**src/hdl/sql_script_statement_splitter_macros.svh**
```systemverilog
// assertion macros for the sql script statement splitter
// used by the top level only, no other dependencies
`ifndef SQL_SCRIPT_STATEMENT_SPLITTER_MACROS_SVH
`define SQL_SCRIPT_STATEMENT_SPLITTER_MACROS_SVH

// antecedent implies consequent in the same cycle
`define SSS_ASSERT_IMPLY(lbl, clk, rst, ante, cons) \
   lbl: assert property (@(posedge clk) disable iff (rst) (ante) |-> (cons)) \
      else $error("sss assertion failed");

// condition must never hold
`define SSS_ASSERT_NEVER(lbl, clk, rst, cond) \
   lbl: assert property (@(posedge clk) disable iff (rst) !(cond)) \
      else $error("sss assertion failed");

`endif

```
**src/hdl/sss_pkg.sv**
```systemverilog
// shared types and constants for the sql script statement splitter
// no dependencies
`timescale 1ns / 1ps
`default_nettype none

package sss_pkg;

   typedef enum logic [1:0] {
      KIND_BYTE       = 2'd0,
      KIND_STMT_END   = 2'd1,
      KIND_DONE_OK    = 2'd2,
      KIND_DONE_QUOTE = 2'd3
   } kind_type;

   localparam logic [1:0] DIALECT_PG     = 2'd1;
   localparam logic [1:0] DIALECT_ORACLE = 2'd2;

   localparam int FIFO_AW    = 2;
   localparam int FIFO_DEPTH = 1 << FIFO_AW;
   localparam int FIFO_CW    = FIFO_AW + 1;

   // results of one input transaction, one or two of them
   typedef struct packed {
      logic       two;
      kind_type   kind0;
      logic [7:0] data0;
      kind_type   kind1;
      logic [7:0] data1;
   } entry_type;

   typedef struct packed {
      logic      push;
      entry_type entry;
   } fifo_wr_type;

   typedef struct packed {
      logic               empty;
      logic               full;
      logic [FIFO_CW-1:0] count;
   } fifo_stat_type;

endpackage

`default_nettype wire

```
**src/hdl/sss_front.sv**
```systemverilog
// front end: tracks quotes, dollar blocks, words and nesting per byte
// and builds the result entry of each transaction; uses sss_pkg
`timescale 1ns / 1ps
`default_nettype none

module sss_front (
   input  wire logic               clock,
   input  wire logic               reset,
   input  wire logic [1:0]         dialect,
   input  wire logic               accept,
   input  wire logic [7:0]         script_byte,
   input  wire logic               end_of_script,
   output sss_pkg::fifo_wr_type    fifo_wr
);
   import sss_pkg::*;

   localparam logic [7:0] CH_CR     = 8'h0D;
   localparam logic [7:0] CH_LF     = 8'h0A;
   localparam logic [7:0] CH_DOLLAR = 8'h24;
   localparam logic [7:0] CH_SEMI   = 8'h3B;
   localparam logic [7:0] CH_QUOTE  = 8'h27;
   localparam logic [7:0] CH_LPAREN = 8'h28;
   localparam logic [7:0] CH_RPAREN = 8'h29;
   localparam logic [7:0] CH_UNDER  = 8'h5F;

   function automatic logic is_alpha(input logic [7:0] b);
      return (b >= 8'h61 && b <= 8'h7A) || (b >= 8'h41 && b <= 8'h5A);
   endfunction

   function automatic logic is_word_char(input logic [7:0] b);
      return is_alpha(b) || (b >= 8'h30 && b <= 8'h39) || b == CH_UNDER;
   endfunction

   function automatic logic [7:0] to_upper(input logic [7:0] b);
      return (b >= 8'h61 && b <= 8'h7A) ? b - 8'd32 : b;
   endfunction

   function automatic logic [7:0] begin_char(input logic [2:0] pos);
      logic [7:0] c;
      case (pos)
         3'd0:    c = 8'h42;
         3'd1:    c = 8'h45;
         3'd2:    c = 8'h47;
         3'd3:    c = 8'h49;
         3'd4:    c = 8'h4E;
         default: c = 8'h00;
      endcase
      return c;
   endfunction

   function automatic logic [7:0] end_char(input logic [2:0] pos);
      logic [7:0] c;
      case (pos)
         3'd0:    c = 8'h45;
         3'd1:    c = 8'h4E;
         3'd2:    c = 8'h44;
         default: c = 8'h00;
      endcase
      return c;
   endfunction

   function automatic logic signed [7:0] level_step(input logic signed [7:0] lvl,
                                                    input logic up);
      logic signed [7:0] r;
      r = lvl;
      if (up && lvl != 8'sd127) begin
         r = lvl + 8'sd1;
      end else if (!up && lvl != -8'sd128) begin
         r = lvl - 8'sd1;
      end
      return r;
   endfunction

   logic signed [7:0] nest_ff, nest_in;
   logic              escape_ff, escape_in;
   logic              quote_ff, quote_in;
   logic              pending_ff, pending_in;
   logic              ident_ff, ident_in;
   logic [2:0]        len_ff, len_in;
   logic              mbegin_ff, mbegin_in;
   logic              mend_ff, mend_in;
   logic              started_ff, started_in;

   logic              emit_b, emit_crlf, emit_end, emit_done, consumed;
   logic [7:0]        b, up;
   entry_type         entry;
   logic              has_result;

   always_comb begin
      nest_in    = nest_ff;
      escape_in  = escape_ff;
      quote_in   = quote_ff;
      pending_in = pending_ff;
      ident_in   = ident_ff;
      len_in     = len_ff;
      mbegin_in  = mbegin_ff;
      mend_in    = mend_ff;
      started_in = started_ff;
      emit_b     = 1'b0;
      emit_crlf  = 1'b0;
      emit_end   = 1'b0;
      emit_done  = 1'b0;
      consumed   = 1'b0;
      b          = script_byte;
      up         = to_upper(script_byte);

      if (end_of_script) begin
         emit_done  = 1'b1;
         nest_in    = '0;
         escape_in  = 1'b0;
         quote_in   = 1'b0;
         pending_in = 1'b0;
         ident_in   = 1'b0;
         len_in     = '0;
         mbegin_in  = 1'b0;
         mend_in    = 1'b0;
         started_in = 1'b0;
      end else if (quote_ff) begin
         emit_b = 1'b1;
         if (b == CH_QUOTE) begin
            quote_in = 1'b0;
         end
      end else begin
         if (pending_ff) begin
            pending_in = 1'b0;
            if (b == CH_DOLLAR) begin
               emit_b    = 1'b1;
               escape_in = !escape_ff;
               consumed  = 1'b1;
            end
         end
         if (!consumed && ident_ff) begin
            if (is_word_char(b)) begin
               mbegin_in = mbegin_ff && (len_ff < 3'd5) && (up == begin_char(len_ff));
               mend_in   = mend_ff && (len_ff < 3'd3) && (up == end_char(len_ff));
               len_in    = (len_ff < 3'd6) ? len_ff + 3'd1 : len_ff;
               emit_b    = 1'b1;
               consumed  = 1'b1;
            end else begin
               // word complete
               if (!escape_ff) begin
                  if (mbegin_ff && len_ff == 3'd5) begin
                     nest_in = level_step(nest_ff, 1'b1);
                  end
                  if (mend_ff && len_ff == 3'd3) begin
                     nest_in = level_step(nest_ff, 1'b0);
                  end
               end
               ident_in  = 1'b0;
               len_in    = '0;
               mbegin_in = 1'b0;
               mend_in   = 1'b0;
            end
         end
         if (!consumed) begin
            if (is_alpha(b) || b == CH_UNDER) begin
               ident_in  = 1'b1;
               mbegin_in = (up == begin_char(3'd0));
               mend_in   = (up == end_char(3'd0));
               len_in    = 3'd1;
               emit_b    = 1'b1;
            end else if (b == CH_QUOTE) begin
               emit_b   = 1'b1;
               quote_in = 1'b1;
            end else if (dialect == DIALECT_PG && b == CH_DOLLAR) begin
               emit_b     = 1'b1;
               pending_in = 1'b1;
            end else if (b == CH_SEMI && nest_in == 8'sd0 && !escape_ff) begin
               emit_end   = 1'b1;
               started_in = 1'b0;
            end else begin
               if (!escape_ff) begin
                  if (b == CH_LPAREN) begin
                     nest_in = level_step(nest_in, 1'b1);
                  end
                  if (b == CH_RPAREN) begin
                     nest_in = level_step(nest_in, 1'b0);
                  end
               end
               if (b != CH_CR) begin
                  if (dialect == DIALECT_ORACLE && b == CH_LF) begin
                     emit_crlf = 1'b1;
                  end else begin
                     emit_b = 1'b1;
                  end
               end
            end
         end
      end

      entry       = '0;
      has_result  = 1'b0;
      if (emit_done) begin
         has_result  = 1'b1;
         entry.kind0 = quote_ff ? KIND_DONE_QUOTE : KIND_DONE_OK;
      end else if (emit_end) begin
         has_result  = 1'b1;
         entry.kind0 = KIND_STMT_END;
      end else if (emit_crlf) begin
         // leading line breaks of a statement are dropped
         if (started_ff) begin
            has_result  = 1'b1;
            entry.two   = 1'b1;
            entry.kind0 = KIND_BYTE;
            entry.data0 = CH_CR;
            entry.kind1 = KIND_BYTE;
            entry.data1 = CH_LF;
         end
      end else if (emit_b) begin
         if (started_ff || (b != CH_CR && b != CH_LF)) begin
            has_result  = 1'b1;
            started_in  = 1'b1;
            entry.kind0 = KIND_BYTE;
            entry.data0 = b;
         end
      end
   end

   always_ff @(posedge clock) begin
      if (reset) begin
         nest_ff    <= '0;
         escape_ff  <= 1'b0;
         quote_ff   <= 1'b0;
         pending_ff <= 1'b0;
         ident_ff   <= 1'b0;
         len_ff     <= '0;
         mbegin_ff  <= 1'b0;
         mend_ff    <= 1'b0;
         started_ff <= 1'b0;
      end else if (accept) begin
         nest_ff    <= nest_in;
         escape_ff  <= escape_in;
         quote_ff   <= quote_in;
         pending_ff <= pending_in;
         ident_ff   <= ident_in;
         len_ff     <= len_in;
         mbegin_ff  <= mbegin_in;
         mend_ff    <= mend_in;
         started_ff <= started_in;
      end
   end

   assign fifo_wr.push  = accept && has_result;
   assign fifo_wr.entry = entry;

endmodule

`default_nettype wire

```
**src/hdl/sss_fifo.sv**
```systemverilog
// queue of result entries between front and back end
// uses sss_pkg
`timescale 1ns / 1ps
`default_nettype none

module sss_fifo (
   input  wire logic                 clock,
   input  wire logic                 reset,
   input  wire sss_pkg::fifo_wr_type fifo_wr,
   input  wire logic                 pop,
   output sss_pkg::entry_type        head,
   output sss_pkg::fifo_stat_type    stat
);
   import sss_pkg::*;

   entry_type          mem [FIFO_DEPTH];
   logic [FIFO_AW-1:0] wr_ptr_ff, wr_ptr_in;
   logic [FIFO_AW-1:0] rd_ptr_ff, rd_ptr_in;
   logic [FIFO_CW-1:0] count_ff, count_in;
   logic               do_push, do_pop;

   always_comb begin
      do_push   = fifo_wr.push && !stat.full;
      do_pop    = pop && !stat.empty;
      wr_ptr_in = do_push ? wr_ptr_ff + 1'b1 : wr_ptr_ff;
      rd_ptr_in = do_pop ? rd_ptr_ff + 1'b1 : rd_ptr_ff;
      count_in  = count_ff;
      if (do_push && !do_pop) begin
         count_in = count_ff + 1'b1;
      end else if (!do_push && do_pop) begin
         count_in = count_ff - 1'b1;
      end
   end

   always_ff @(posedge clock) begin
      if (reset) begin
         wr_ptr_ff <= '0;
         rd_ptr_ff <= '0;
         count_ff  <= '0;
      end else begin
         wr_ptr_ff <= wr_ptr_in;
         rd_ptr_ff <= rd_ptr_in;
         count_ff  <= count_in;
      end
   end

   always_ff @(posedge clock) begin
      if (do_push) begin
         mem[wr_ptr_ff] <= fifo_wr.entry;
      end
   end

   assign head       = mem[rd_ptr_ff];
   assign stat.empty = (count_ff == '0);
   assign stat.full  = (count_ff == FIFO_CW'(FIFO_DEPTH));
   assign stat.count = count_ff;

endmodule

`default_nettype wire

```
**src/hdl/sss_back.sv**
```systemverilog
// back end: unpacks queued entries into single results and
// holds the result register; uses sss_pkg
`timescale 1ns / 1ps
`default_nettype none

module sss_back (
   input  wire logic                   clock,
   input  wire logic                   reset,
   input  wire sss_pkg::entry_type     head,
   input  wire sss_pkg::fifo_stat_type stat,
   output logic                        fifo_pop,
   output logic                        rsp_empty,
   input  wire logic                   rsp_pop,
   output logic [1:0]                  rsp_kind,
   output logic [7:0]                  rsp_out_byte,
   output logic                        rsp_last_of_run
);
   import sss_pkg::*;

   logic       valid_ff;
   kind_type   kind_ff;
   logic [7:0] data_ff;
   logic       last_ff;
   logic       idx_ff;
   logic       load;

   assign load     = !stat.empty && (!valid_ff || rsp_pop);
   assign fifo_pop = load && (idx_ff || !head.two);

   always_ff @(posedge clock) begin
      if (reset) begin
         valid_ff <= 1'b0;
         idx_ff   <= 1'b0;
      end else if (load) begin
         valid_ff <= 1'b1;
         idx_ff   <= head.two && !idx_ff;
      end else if (rsp_pop) begin
         valid_ff <= 1'b0;
      end
   end

   always_ff @(posedge clock) begin
      if (load) begin
         kind_ff <= idx_ff ? head.kind1 : head.kind0;
         data_ff <= idx_ff ? head.data1 : head.data0;
         last_ff <= idx_ff || !head.two;
      end
   end

   assign rsp_empty       = !valid_ff;
   assign rsp_kind        = kind_ff;
   assign rsp_out_byte    = data_ff;
   assign rsp_last_of_run = last_ff;

endmodule

`default_nettype wire

```
**src/hdl/sql_script_statement_splitter.sv**
```systemverilog
// SQL script statement splitter, top level
// depends on sss_pkg, sss_front, sss_fifo, sss_back and the macros header
//
// Takes one script byte per cycle on the req_ queue port while req_full is low
// and returns statement bytes, statement-end markers and a script-done status on
// the rsp_ queue port. Each accepted transaction gives zero, one or two results,
// which pass a four-entry queue and an output register and leave one per cycle
// while the consumer pops; the input runs at one byte per clock until the queue
// fills, which only happens when the consumer stalls or the Oracle dialect turns
// newlines into CR LF pairs. The user must write the dialect register through
// csr_ only while the block is idle; the block itself does not enforce this.
`timescale 1ns / 1ps
`default_nettype none

`include "sql_script_statement_splitter_macros.svh"

module sql_script_statement_splitter (
   input  wire logic       clock,
   input  wire logic       reset,
   input  wire logic       req_push,
   output logic            req_full,
   input  wire logic [7:0] req_script_byte,
   input  wire logic       req_end_of_script,
   output logic            rsp_empty,
   input  wire logic       rsp_pop,
   output logic [1:0]      rsp_kind,
   output logic [7:0]      rsp_out_byte,
   output logic            rsp_last_of_run,
   input  wire logic       csr_valid,
   output logic            csr_ready,
   input  wire logic [1:0] csr_dialect
);
   import sss_pkg::*;

   logic [1:0]    dialect_reg_ff;
   logic          accept;
   fifo_wr_type   fifo_wr;
   entry_type     head;
   fifo_stat_type fifo_stat;
   logic          fifo_pop;

   assign csr_ready = 1'b1;
   assign req_full  = fifo_stat.full;
   assign accept    = req_push && !fifo_stat.full;

   always_ff @(posedge clock) begin
      if (reset) begin
         dialect_reg_ff <= '0;
      end else if (csr_valid && csr_ready) begin
         dialect_reg_ff <= csr_dialect;
      end
   end

   sss_front u_front (
      .clock         (clock),
      .reset         (reset),
      .dialect       (dialect_reg_ff),
      .accept        (accept),
      .script_byte   (req_script_byte),
      .end_of_script (req_end_of_script),
      .fifo_wr       (fifo_wr)
   );

   sss_fifo u_fifo (
      .clock   (clock),
      .reset   (reset),
      .fifo_wr (fifo_wr),
      .pop     (fifo_pop),
      .head    (head),
      .stat    (fifo_stat)
   );

   sss_back u_back (
      .clock           (clock),
      .reset           (reset),
      .head            (head),
      .stat            (fifo_stat),
      .fifo_pop        (fifo_pop),
      .rsp_empty       (rsp_empty),
      .rsp_pop         (rsp_pop),
      .rsp_kind        (rsp_kind),
      .rsp_out_byte    (rsp_out_byte),
      .rsp_last_of_run (rsp_last_of_run)
   );

   // markers and status carry no byte and always close their transaction
   `SSS_ASSERT_IMPLY(a_marker_zero, clock, reset, !rsp_empty && rsp_kind != KIND_BYTE, rsp_out_byte == 8'h00)
   `SSS_ASSERT_IMPLY(a_marker_last, clock, reset, !rsp_empty && rsp_kind != KIND_BYTE, rsp_last_of_run)
   `SSS_ASSERT_NEVER(a_fifo_bound, clock, reset, fifo_stat.count > FIFO_CW'(FIFO_DEPTH))
   // back end only takes entries that are there
   `SSS_ASSERT_IMPLY(a_pop_nonempty, clock, reset, fifo_pop, !fifo_stat.empty)

endmodule

`default_nettype wire

```
**config.mk**
```make
export PLATFORM = sky130hd
export DESIGN_NAME = sql_script_statement_splitter
export DESIGN_NICKNAME = d
export VERILOG_FILES = /design/src/hdl/sss_pkg.sv /design/src/hdl/sss_front.sv /design/src/hdl/sss_fifo.sv /design/src/hdl/sss_back.sv /design/src/hdl/sql_script_statement_splitter.sv
export VERILOG_INCLUDE_DIRS = /design/src /design/src/hdl
export SDC_FILE = /design/constraint.sdc
export NUM_CORES = 1
export LEC_CHECK = 0
export BUFFER_PORTS_ARGS = -buffer_cell sky130_fd_sc_hd__buf_4
export CELL_PAD_IN_SITES_DETAIL_PLACEMENT = 1
export CELL_PAD_IN_SITES_GLOBAL_PLACEMENT = 1
export CORE_MARGIN = 5
export CORE_UTILIZATION = 45
export DETAILED_ROUTE_END_ITERATION = 10
export MAX_ROUTING_LAYER = met4
export PLACE_DENSITY = 0.76
export SYNTH_ARGS = -nofsm -noshare
export SYNTH_HDL_FRONTEND = slang
export SYNTH_SLANG_ARGS = --single-unit
```
**constraint.sdc**
```tcl
create_clock -name clock -period 7.4 [get_ports clock]
set_input_delay 2.22 -clock clock [delete_from_list [all_inputs] [get_ports clock]]
set_output_delay 2.22 -clock clock [all_outputs]
set_load 0.02 [all_outputs]
```
; Word-level counts from Yosys, hierarchy flattened
; Memory sizes are Yosys's and may differ from the RTL's. A register that Yosys moved wholly into a read port is not among the register bits.
; Index checks and enable logic that the tools add are counted.
[totals]
romBits = 0
out_inout_bits = 14
n_memories = 1
in_bits = 16
reg_bits = 40
ram_bits = 84
elab_cells = 271
latch_bits = 0
[memory_table]
columns = name, depth, word_bits, read_ports, rd_clocked_by_memory_dff, wr, line_no
row1 = u_fifo.mem, 4, 21, 1, 1, 1, sss_fifo.sv:16  ; entry_type mem [FIFO_DEPTH];
[classes]
n_lt_le_gt_ge = 9
shifts = 0
n_eq_ne = 26
addsub = 10
bitwise = 0
n_reduce_logical = 49
div = 0
n_mux = 158
mul = 0
[ops]
columns = cell, count
row1 = two-way mux 8 bit, 40
row2 = two-way mux 1 bit, 96
row3 = == test 8 x 6 -> 1 bit (second input constant), 5
row4 = two-way mux 18 bit, 2
row5 = case mux 7 bit (5 select lines), 1
row6 = inequality test 8 bit (second input constant), 4
row7 = two-way mux 10 bit, 3
row8 = two-way mux 3 bit, 9
row9 = == test 8 x 7 -> 1 bit (second input constant), 3
row10 = logical AND 1 bit, 24
row11 = two-way mux 21 bit, 1
row12 = case mux 7 bit (3 select lines), 1
row13 = adder 8 x 2 -> 8 bit (second input constant), 2
row14 = == test 8 bit, 2
row15 = >= comparator 8 x 7 -> 1 bit (second input constant), 2
row16 = <= comparator 8 x 7 -> 1 bit (second input constant), 2
row17 = inequality test 8 x 4 -> 1 bit (second input constant), 2
row18 = subtractor 8 x 2 -> 8 bit (second input constant), 2
row19 = two-way mux 2 bit, 5
row20 = == test 3 bit (second input constant), 3
row21 = logical NOT 1 bit, 9
row22 = == test 8 x 4 -> 1 bit (second input constant), 1
row23 = >= comparator 8 x 6 -> 1 bit (second input constant), 1
row24 = <= comparator 8 x 6 -> 1 bit (second input constant), 1
row25 = other kinds (17), 31

; Logic depth before layout (Yosys ltp)
[logic_depth]
ltp_word = 32
depth_mapped = 25
depth_no_buf = 24

; Hierarchy
; From an unflattened synthesis, not the netlist that was laid out.
[unflattened]
cells_unflattened = 633
area_unflattened_um2 = 7275.7
[modules_own_cells]
columns = mod, seq_area_each_um2, cells_per_inst, n_inst, area_per_inst_um2
row1 = sss_fifo, 2702.6, 157, 1, 3498.4
row2 = sss_front, 360.3, 433, 1, 3138.0
row3 = sss_back, 370.4, 34, 1, 554.3
row4 = sql_script_statement_splitter, 40.0, 9, 1, 85.1

; Least setup slack after synthesis
; OpenSTA, ideal clock, no wires.
[synth_path]
path_type = input port to flip-flop
start = input port req_script_byte[6]
end = register u_front.nest_ff[4]
path_slack_ns = 0.794
setup_ns = 0.132
n_path_buf = 1
required_ns = 7.268
stages = 23
arrival_time_ns = 6.474
cell_sequence = or3b_4 -> o31ai_4 -> a2111o_1 -> nor2_1 -> buf_2 -> o311a_1 -> a21oi_1 -> inv_1 -> ha_1 -> and3_1 -> a32o_2 -> a31o_4 -> nor2_1 -> a21o_1 -> ha_1 -> inv_1 -> a211oi_1 -> o21ai_0 -> o2bb2ai_1 -> a21boi_0 -> nor3_1 -> o31ai_1 -> a21oi_1
[synth_between]
elab_chain_len = 32
word_cells_on_any_way = 61
classes_between = add/sub: 2 / order compare: 6 / eq/ne: 8 / mux: 32 / reduce/logical: 13
[synth_rtl]
columns = item, line_no
row1 = start: declaration, sql_script_statement_splitter.sv:22  ; input wire logic [7:0] req_script_byte,
row2 = branches (longest 29 deep; another with >= comparator 8 x 7 -> 1 bit), n/a
row3 = two-way mux 8 bit (*), sss_front.sv:155  ; if (!consumed) begin
row4 = two-way mux 8 bit (*), sss_front.sv:118  ; end else if (quote_ff) begin
row5 = two-way mux 8 bit (*), sss_front.sv:107  ; if (end_of_script) begin
row6 = end signal: assignment, sss_front.sv:231  ; nest_ff <= nest_in;
row7 = end: declaration, sss_front.sv:74  ; logic signed [7:0] nest_ff, nest_in;
; Every way passes the cells marked *. The select of a mux whose other input is x is not followed.
; A chain may end at the register's enable or synchronous reset.

; Worst setup path in the final report
[layout_path]
start = input port req_script_byte[5]
end = register u_front.nest_ff[3]
; The elaborated chain is that of the path after synthesis.

==> parameters.txt <==
Parameter                              Value

Outcome
  Status    finished clean

Routing
  Via/cell ratio    6.13
  Number of DRC violations after detailed routing    0
  Total via count in the routed design    4864
  Length of the first detailed-routing pass in iterations    5
  Average detailed-routed wire length per instance    21.3 µm
  Remaining antenna violation count    0
  Drt first-iter violations    350
  Wirelength, routed    between 15000 and 20000 µm

Logic synthesis
  Post-synthesis area per instance    9.62 µm²
  Post-synth EDFFs    55
  Most frequently used cell type in the post-synthesis netlist    edfxtp_1
  Sequential area share after synthesis    39.1%
  Post-synth top area share    28.4%
  Area contributors post-synth    edfxtp_1, dfxtp_1, mux4_2, ha_1, nand2_1
  Instance count of the mapped netlist    604
  Number of different library cells in the post-synthesis netlist    93
  Top cell type by total area after synthesis    edfxtp_1
  Syn nets    639
  Commonest cells in the synthesized netlist    edfxtp_1, nand2_1, nor2_1
  Most used flip-flop cell after synthesis    edfxtp_1
  Mapped cell area    5810 µm²
  Fraction of registers with async set or reset after synthesis    0%
  Number of storage elements in the synthesis netlist    86
  Number of synthesis warnings    0

Clocking
  Root cell of the clock tree    clkbuf_16
  Clock H-tree levels    3
  Clock latency reported for the late side of the worst-skew pair    0.35 ns
  Clock Path Buffers    2
  Cts bufs inserted    9
  CTS tree    yes
  Clock-pin slew of the registers on the worst-case setup and hold paths    roughly 0.070 ns
  Number of gates given a new drive strength after cts    0
  Number of buffers inserted by hold repair at cts    0
  Number of clock sinks    86
  Setup repair bufs after CTS    0

Worst setup path
  Crit Path Class    input port to flop
  Critical Path Start Type    input port
  Largest driver fanout on the critical path    9
  Arr. time, crit path    7.01 ns
  Required time of the worst setup path    7.66 ns
  Crit. End Element    flop

Place
  Final RePlAce weighted congestion    0.935
  Number of cells after detailed placement    777
  HPWL reported at the end of detailed placement    between 10000 and 15000 µm
  Count of input and output buffers    28

Cells and area
  Number of antenna repair diodes    0
  Synth-to-layout area growth    10.7%
  Final core area utilization    51.0%
  Net total in the final layout    around 650
  Layout Cells excl Fill    slightly below 800
  Share of final-layout standard cells stronger than drive strength 1    15.1%

Floorplan
  Overall die area    15300 µm²
  Core Box Area    12600 µm²
  X dimension of the die    124 µm
  Total number of placement rows    41
  I/O pin cnt    30
  Effective utilization at floorplan    about 46%
  Die H    between 100 and 150 µm

Global route
  First-pass GRT wire length    around 27000 µm
  Initial antenna violation count    0
  GR Overflow Total    0
  GRT Resource Usage Total    23.8%
  Number of global-route vias before repair    5009
  Pin count of the biggest net entering global routing    28

STA
  Total negative slack for setup checks    0 ns
  Clock skew after layout    ~0.0098 ns
  Final Hold Slack    0.505 ns
  Highest clock frequency the design can meet    around 150 MHz
  Final Hold Viols    0
  Final count of negative-setup-slack endpoints    0
  Time the worst path needs with I/O delays and setup    6.75 ns
  Worst slew pin tran    0.950 ns
  Number of max-slew violations in the final report    0
  Worst rel slew slack    36.0%
  Unrepaired setup endpoints after global routing    no
  Final clock period utilization by the worst path    91.2%

Min path
  Hold Crit Class    flop to flop

Power
  Power per cell area    approximately 240 nW/µm²
  Cell leakage power    0.00234 µW
  Worst vdd rail ir drop    0.108 mV
  Total power draw    approximately 1500 µW

Run
  Max capacitance violation total    0
==> critical path: stages <==
cell       delay [ns]
buf_4            0.15
inv_1            0.12
ha_1             0.18
nand2_1          0.06
nor3_1           0.52
a2111o_1         0.31
nor2_1           0.09
o311a_1          0.11
a21oi_1          0.40
inv_1            0.09
ha_1             0.26
and3_1           0.20
a32o_2           0.26
a31o_4           0.28
nor2_1           0.13
a21o_1           0.12
ha_1             0.20
inv_1            0.05
a211oi_1         0.23
o21ai_0          0.14
o2bb2ai_1        0.18
buf_4            0.18
a211oi_2         0.08
o311a_1          0.35
o31ai_1          0.07
==> sequential cells by signal (all words and copies together), names as in the netlist, 2 cells and up, named ones only <==
name	count
u_back.rsp_kind	2
u_front.nest_ff	8
u_fifo.count_ff	3
dialect_reg_ff	2
u_front.len_ff	3
u_fifo.wr_ptr_ff	2
u_fifo.mem	44
u_back.rsp_out_byte	8
u_fifo.rd_ptr_ff	2
==> area by class of cell <==
| class | count | area (µm²) |
|---|---|---|
| clock buffers | 9 | 225 |
| clock inverters | 7 | 71.3 |
| fillers | 1464 | 6180 |
| inverters | 25 | 93.8 |
| multi-input cells | 458 | 3290 |
| flip-flops and latches | 86 | 2270 |
| well taps | 172 | 215 |
| repair buffers | 36 | 270 |
==> cells by family (layout without fill, tap and decap cells) <==
kind of cell / Yosys count / count (layout) / synth area share, %
AO/OA/AOI/OAI: 155 / 155 / 20.5
XOR/XNOR: 21 / 21 / 3.29
adder cells (fa/ha/maj): 19 / 19 / 4.22
buffers and inverters: 60 / 77 / 4.33
flip-flops: 86 / 86 / 39.1
multiplexers: 18 / 18 / 5.51
other: 1 / 1 / 0.0645
AND/OR/NAND/NOR: 244 / 244 / 23.0
==> path summary, 6_finish.rpt <==
kind / startpoint / to / slack (ns) / cells after the start
worst max-delay path: req_script_byte[5] / u_front.nest_ff[3] / 0.65 / 25
worst max register to register: u_front.len_ff[0] / u_front.nest_ff[3] / 1.93 / 23
worst min register to register: u_back.valid_ff / u_back.valid_ff / 0.51 / 2
worst min-delay path: u_back.valid_ff / u_back.valid_ff / 0.51 / 2
==> layer usage <==
metal  routed length (µm)  global-route usage [%]  part of all wire [%]
met5                    0                       -                     0
met4                  387                    8.58                   2.3
met3                  598                    2.63                   3.5
met2                 8570                    40.7                    51
met1                 7360                    29.2                    44
==> layout by cell type (no fill, tap or decap), types with 3 or more instances in the layout <==
master and instances:
mux4_2 11, mux2i_1 5, o2111ai_1 3, inv_1 24
or3_1 9, edfxtp_1 55, ha_1 18, o21ai_0 33
a22oi_1 3, xor2_1 10, nor3_1 20, nor2_1 46
a21oi_1 33, or2_2 3, a211oi_1 4, nand2b_1 10
inv_6 4, a2111o_1 4, and2_1 16, dfxtp_1 31
clkbuf_16 9, o21a_1 7, nand2_1 50, xnor2_1 10
and4_1 4, buf_4 36, nand3_1 20, o211a_1 3
o31ai_1 5, a211o_1 3, nor2b_1 14, nand4_1 9
a21o_1 5, and3_1 9, nand3b_1 4, o21ai_1 3
a31oi_1 7, a32oi_1 3, nor4_1 10
==> through the flow <==
stage                     setup WS [ns]  area (µm²)
after floorplan                   0.794        5810
after global placement            0.550        6140
after detailed placement          0.354        6140
after CTS                         0.716        6430
after global routing              0.354        6430
final                             0.650        6430
==> power by group <==
part           switching [µW]  internal (µW)
clock network             217            238
registers                62.9            611
logic                     233            187
total                     513           1040
Note: power is estimated with default switching activity, not from simulation.
